**src/hw/rtl/tds_pkg.sv**
```systemverilog
// tds_pkg: types and constants shared by the tridiagonal solver modules.
// Depends on nothing.
package tds_pkg;

  typedef enum logic [3:0] {
    ST_IDLE,
    ST_MUL1,
    ST_MUL2,
    ST_DIV1,
    ST_DIV1_WAIT,
    ST_DIV2,
    ST_DIV2_WAIT,
    ST_STORE,
    ST_BACK_RD,
    ST_BACK_MUL,
    ST_BACK_ADD,
    ST_EMIT
  } tds_state_t;

  // Row index width on the output channel
  localparam int ROW_W = 6;

  // One row of the system on the input channel
  typedef struct packed {
    logic signed [31:0] sub_diag;
    logic signed [31:0] main_diag;
    logic signed [31:0] super_diag;
    logic signed [31:0] rhs;
    logic               last_row;
  } row_t;

  // One unknown on the output channel
  typedef struct packed {
    logic signed [31:0] solution;
    logic [ROW_W-1:0]   row_index;
    logic               last_result;
    logic               singular;
  } soln_t;

endpackage

```
**src/hw/rtl/tds_div.sv**
```systemverilog
// tds_div: iterative signed fixed-point divider, one quotient bit a cycle.
// Depends on tds_pkg. Result is (n << FRAC_BITS) / d, truncated and saturated.
module tds_div #(
  parameter int DATA_WIDTH = 32,
  parameter int FRAC_BITS = 16
) (
  input  logic                         clk,
  input  logic                         rst,
  input  logic                         start,
  input  logic signed [DATA_WIDTH-1:0] num,
  input  logic signed [DATA_WIDTH-1:0] den,
  output logic                         done,
  output logic                         zero_den,
  output logic signed [DATA_WIDTH-1:0] quot
);
  import tds_pkg::*;
  localparam int NW = DATA_WIDTH + FRAC_BITS;
  localparam int CW = $clog2(NW + 1);
  localparam logic [NW-1:0] LIM = NW'(1) << (DATA_WIDTH - 1);

  logic [NW-1:0]         dividend;
  logic [NW-1:0]         q;
  logic [DATA_WIDTH:0]   rem;
  logic [DATA_WIDTH-1:0] dmag;
  logic [CW-1:0]         count;
  logic                  neg;
  logic                  busy;
  logic                  zd;
  logic signed [DATA_WIDTH-1:0] zq;
  logic [DATA_WIDTH:0]   rem_sh;
  logic [DATA_WIDTH-1:0] nmag;

  assign nmag = num[DATA_WIDTH-1] ? DATA_WIDTH'(-num) : DATA_WIDTH'(num);
  assign rem_sh = {rem[DATA_WIDTH-1:0], dividend[NW-1]};

  // one restoring step per cycle
  always_ff @(posedge clk) begin
    if (rst) begin
      busy <= 1'b0;
      done <= 1'b0;
    end else begin
      done <= 1'b0;
      if (start) begin
        neg      <= num[DATA_WIDTH-1] ^ den[DATA_WIDTH-1];
        dmag     <= den[DATA_WIDTH-1] ? DATA_WIDTH'(-den) : DATA_WIDTH'(den);
        dividend <= {nmag, FRAC_BITS'(0)};
        rem      <= '0;
        q        <= '0;
        zd       <= (den == '0);
        zq       <= (num == '0) ? '0 :
                    num[DATA_WIDTH-1] ? {1'b1, {(DATA_WIDTH-1){1'b0}}}
                                      : {1'b0, {(DATA_WIDTH-1){1'b1}}};
        count    <= CW'(NW);
        busy     <= (den != '0);
        done     <= (den == '0);
      end else if (busy) begin
        dividend <= dividend << 1;
        if (rem_sh >= {1'b0, dmag}) begin
          rem <= rem_sh - {1'b0, dmag};
          q   <= {q[NW-2:0], 1'b1};
        end else begin
          rem <= rem_sh;
          q   <= {q[NW-2:0], 1'b0};
        end
        count <= count - 1'b1;
        if (count == CW'(1)) begin
          busy <= 1'b0;
          done <= 1'b1;
        end
      end
    end
  end

  // saturate magnitude to signed range
  always_comb begin
    zero_den = zd;
    if (zd) quot = zq;
    else if (neg) quot = (q >= LIM) ? {1'b1, {(DATA_WIDTH-1){1'b0}}}
                                    : DATA_WIDTH'(-q);
    else quot = (q >= LIM) ? {1'b0, {(DATA_WIDTH-1){1'b1}}} : DATA_WIDTH'(q);
  end
endmodule

```
**config.mk**
```make
export PLATFORM = sky130hd
export DESIGN_NAME = tds_div
export DESIGN_NICKNAME = d
export VERILOG_FILES = /design/src/hw/rtl/tds_pkg.sv /design/src/hw/rtl/tds_div.sv
export SDC_FILE = /design/constraint.sdc
export NUM_CORES = 1
export LEC_CHECK = 0
export BUFFER_PORTS_ARGS = -buffer_cell sky130_fd_sc_hd__buf_2
export CAP_MARGIN = 20
export CELL_PAD_IN_SITES_DETAIL_PLACEMENT = 2
export CELL_PAD_IN_SITES_GLOBAL_PLACEMENT = 2
export CORE_ASPECT_RATIO = 0.5
export CORE_UTILIZATION = 38
export CTS_CLUSTER_DIAMETER = 50
export CTS_CLUSTER_SIZE = 30
export DETAILED_ROUTE_END_ITERATION = 8
export GPL_TIMING_DRIVEN = 0
export PLACE_DENSITY_LB_ADDON = 0.1
export SYNTH_ARGS = -nofsm -noshare
export SYNTH_HDL_FRONTEND = slang
export SYNTH_SLANG_ARGS = --single-unit
export TNS_END_PERCENT = 30
```
**constraint.sdc**
```tcl
create_clock -name clk -period 7.3 [get_ports clk]
set_input_delay 0.365 -clock clk [delete_from_list [all_inputs] [get_ports clk]]
set_output_delay 0.365 -clock clk [all_outputs]
set_load 0.02 [all_outputs]
```
# After elaboration in Yosys (flattened, before gate mapping)
# Cells that the tools add are included.
[op_classes]
add_sub_neg = 5
magnitude_cmp = 2
eq_ne = 1
mux = 20
bitwise_logic = 2
n_reduce_logical = 6
[ops]
columns = ["cell", "n"]
rows = [
  ["$mux 32", 8],
  ["$mux 48", 3],
  ["$neg 32->32", 3],
  ["$logic_not 32->1", 2],
  ["$ge 48x32->1 const B", 1],
  ["$ge 33x32->1", 1],
  ["$reduce_bool 32->1", 1],
  ["$sub 32x32->32", 1],
  ["$mux 31", 1],
  ["$mux 1", 7],
  ["$eq 6x1->1 const B", 1],
  ["$mux 6", 1],
  ["$sub 6x1->6 const B", 1],
  ["$reduce_and 2->1", 2],
  ["$reduce_bool 2->1", 1],
  ["$not 1->1", 1],
  ["$xor 1x1->1", 1],
]
[totals]
reg_bits = 201
inputBits = 67
output_inout_bits = 34
wordCells = 48

# Depth between registers and ports, before layout
[logic_depth]
depth_word = 4
depth_mapped = 13
mapped_depth_nobuf = 11

# Least setup slack after synthesis
# OpenSTA, ideal clock, no wires.
[synth_path]
kind = "input -> register"
from = "input port start"
to = "register count[0], enable pin"
setup_time_ps = 600
arrival_time_ps = 5937
t_required_ps = 6700
setup_slack_ps = 763
stages = 5
path_buffers = 3
cell_sequence = "clkbuf_1 buf_4 buf_6 nor2_1 nor2_1"
[synth_via]
elab_chain_len = 2
[synth_lines]
columns = ["item", "line_no", "source"]
rows = [
  ["start: declaration", "tds_div.sv:9", "input logic start,"],
  ["$reduce_bool 2->1 (no line)", "-", ""],
  ["$reduce_and 2->1 (no line)", "-", ""],
  ["end signal: assignment", "tds_div.sv:53", "count <= CW'(NW);"],
  ["end signal: assignment", "tds_div.sv:65", "count <= count - 1'b1;"],
  ["end: declaration", "tds_div.sv:25", "logic [CW-1:0] count;"],
]
# Every way passes these cells.
# A chain may end at the register's enable or synchronous reset.

# Final worst setup path
[layout_path]
from = "register q[0]"
to = "output port quot[30]"
[layout_via]
elab_chain_len = 4
word_cells_on_any_way = 6
classes_between = "add/sub (1); order compare (1); mux (4)"
[layout_lines]
columns = ["item", "line_no", "source"]
rows = [
  ["start: declaration", "tds_div.sv:22", "logic [NW-1:0] q;"],
  ["start signal: assignment", "tds_div.sv:60", "q <= {q[NW-2:0], 1'b1};"],
  ["start signal: assignment", "tds_div.sv:63", "q <= {q[NW-2:0], 1'b0};"],
  ["$ge 48x32->1 or $neg 32->32 (tied branches)", "tds_div.sv:78, tds_div.sv:80, tds_div.sv:79", ""],
  ["$mux 32 (on tied branches)", "tds_div.sv:80, tds_div.sv:78", ""],
  ["$mux 32 (*)", "tds_div.sv:78", "else if (neg) quot = (q >= LIM) ? {1'b1, {(DATA_WIDTH-1){1'b0}}}"],
  ["$mux 32 (*)", "tds_div.sv:77", "if (zd) quot = zq;"],
  ["end: declaration", "tds_div.sv:14", "output logic signed [DATA_WIDTH-1:0] quot"],
]
# Every way passes the cells marked *; elsewhere a longest branch is shown, timed or not.

==> impl_metrics.json <==
{
  "reg2reg_depth": 10,
  "met3_usage": 0.0377,
  "yosysTopAreaCellShare": 0.436,
  "max_stage_delay_ns": 0.50,
  "antenna_found_initial": 0,
  "critPathRequiredTime_ns": 6.93,
  "syn_nets": 1245,
  "ant_nets": 0,
  "grt_max_degree": 34,
  "critPathKind": "register to primary output",
  "wl_mm": 34.5,
  "clock_skew_ns": 0.0150,
  "finalSetupTns_ns": 0,
  "path_max_fanout": 7,
  "grt_pass1_vias": 9886,
  "busiest_layer": "met2",
  "synth.avg_cell_area_sq_um": 9.30,
  "firstDrtPassIters": 5,
  "die_w_um": 238,
  "holdWs_ns": 0.151,
  "p_total_w": 0.00262,
  "use_met1": 0.321,
  "coreArea_sq_um": 26900,
  "worst-slew-pin-transition_ns": 0.903,
  "grt_pass1_wl_mm": 54.9,
  "drive_above_1_share": 0.142,
  "cts_buffer_depth": 2,
  "synth_top_cell_by_area": "edfxtp_1",
  "num_rows": 42,
  "synthDistinctLibCells": 73,
  "cp-end-kind": "primary output",
  "relSlewSlack": 0.396,
  "multi_input_area_sq_um": 5520,
  "antenna_cells": 0,
  "r2r_start": "rem[2]",
  "layout_min_cycle_time_ns": 4.01,
  "netlist_top_cells_area": "edfxtp_1, nor2_1, a21oi_1, ha_1, nand2_1",
  "tritoncts": "yes",
  "nFillCells": 2943,
  "final_hold_viol_count": 0,
  "post_cts_buffers": 0,
  "final_common_cell": "nor2_1",
  "syn_area_sq_um": 10600,
  "place_ws_ns": 3.83,
  "reg2reg_to": "rem[2]",
  "power.density_nw_per_um2": 214,
  "min_from": "den[0]",
  "portBuffers": 100,
  "maxCapViolCount": 0,
  "cp.arrival_ns": 3.65,
  "synth-seq-cells": 156,
  "critPathLaunchType": "register",
  "die_h_um": 120,
  "rsz0062_at_grt": "false",
  "synth_warnings": 0,
  "wl_per_cell_um": 20.8,
  "place_congestion": 0.848,
  "cts_hold_buf": 0,
  "regToRegSetupSlack_ns": 3.85,
  "crit_top_cell": "nand2b_4",
  "initial_core_util": 0.394,
  "area_growth_pct": 15.8,
  "regArea_sq_um": 4660,
  "cp_cell_sequence": "inv_1 > ha_1 > nor3b_1 > nand3b_1 > nand2b_4 > nand2b_4 > o41ai_4 > a21o_1 > a21oi_1 > o31a_1 > buf_2",
  "final_cell_mix": "nor2_1, edfxtp_1, buf_2",
  "p_leak_nw": 4.64,
  "drt_iter0_markers": 373,
  "synthCells": 1140,
  "fmax_mhz": 249,
  "grt_overflow": 0,
  "use_met2": 0.430,
  "status": "completed",
  "clock_latency_ns": 0.45,
  "grt_usage": 0.249,
  "path_clk_slew_ns": 0.07,
  "ctsRootBufferMaster": "clkbuf_16",
  "vias": 9233,
  "async_reset_ff_frac": 0,
  "via_per_inst": 5.59,
  "finalSetupViolations": 0,
  "cts_made_buffers": 17,
  "final-max-slew-violation-count": 0,
  "htree_levels": 4,
  "nNetsFinal": 1371,
  "critPathSlowestCell": "nor3b_1",
  "vdd_drop_max_mv": 0.174,
  "ys_seq_area_frac": 0.440,
  "dieArea_sq_um": 28600,
  "hold_class": "input port to register",
  "synth_enable_flop_cells": 154,
  "dp_hpwl_mm": 26.4,
  "setup_ws_ns": 3.29,
  "utilization": 0.456,
  "cts_num_sinks": 156,
  "ctsResizeCount": 0,
  "ys.flop_type": "edfxtp_1",
  "drcViolationCount": 0,
  "whs_path_depth": 1,
  "hold_end": "dmag[0]",
  "io_pins": 101,
  "fin_crit_sh": 0.550
}
## worst max-delay path by stage
stage / startpoint / end / slack [ns]
2_1_floorplan: start / count[0] / 0.76
6_report: q[0] / quot[30] / 3.29
5_1_grt: q[0] / quot[30] / 3.10
4_1_cts: q[0] / quot[30] / 3.32
3_5_place_dp: q[0] / quot[30] / 3.83
3_3_place_gp: start / q[19] / -2.45
## power by group
| group | internal, W | leakage (nW) | switching (W) | total [W] |
|---|---|---|---|---|
| sequential | 0.00107 | 1.49 | 0.0000468 | 0.00112 |
| combinational | 0.000253 | 2.90 | 0.000420 | 0.000672 |
| clock | 0.000437 | 0.251 | 0.000391 | 0.000827 |
| total | 0.00176 | 4.64 | 0.000857 | 0.00262 |
## stage by stage
step | std cells | cell area (sq um)
after detailed placement | 1620 | 11700
after CTS | 1652 | 12300
final | 1653 | 12300
after floorplan | 1140 | 10600
after global placement | 1614 | 11600
after global routing | 1653 | 12300
## cell families after synthesis
group                    synth area share
AND/OR/NAND/NOR                     0.233
AO/OA/AOI/OAI                       0.159
flip-flops                          0.440
buffers and inverters              0.0408
XOR/XNOR                           0.0719
adder cells (fa/ha/maj)            0.0456
multiplexers                      0.00944
## metal layers
layer | part of all wire | vias to the layer above
li1 | - | 4393
met1 | 0.46 | 4653
met2 | 0.49 | 144
met3 | 0.030 | 43
met4 | 0.018 | 0
met5 | 0 | -
## synth_stat cells, drive strengths merged, types with 18 or more instances
cell type  number
xor2           40
xnor2          47
nor2          163
nor3           31
ha             37
nor4           20
or4            18
clkbuf         38
edfxtp        154
nor2b          56
nand3          19
a21o           21
a21oi          98
nand2         110
inv            46
o31ai          18
o21ai          37
## registers in the layout (all words and copies together), names as in the netlist
name and cells:
q 48, dmag 32, done 1, rem 32, count 6, busy 1, zero_den 1, zq 2
neg 1, dividend 32
## cell type report
| type | instances | share of cell area |
|---|---|---|
| clock inverters | 12 | 0.00765 |
| plain buffers | 56 | 0.0212 |
| flip-flops and latches | 156 | 0.380 |
| inverters | 46 | 0.0141 |
| well taps | 374 | 0.0381 |
| clock buffers | 20 | 0.0356 |
| multi-input cells | 882 | 0.450 |
| repair buffers | 107 | 0.0536 |
## critical path, delay by kind of cell (launching register included)
family | cells | cell delay [ns]
DFF | 1 | 0.49
AOI/OAI and AO/OA | 4 | 0.93
buffers and inverters | 2 | 0.33
adders and majority gates | 1 | 0.22
and+or+nand+nor | 4 | 1.22
(Power assumes the default switching activity.)
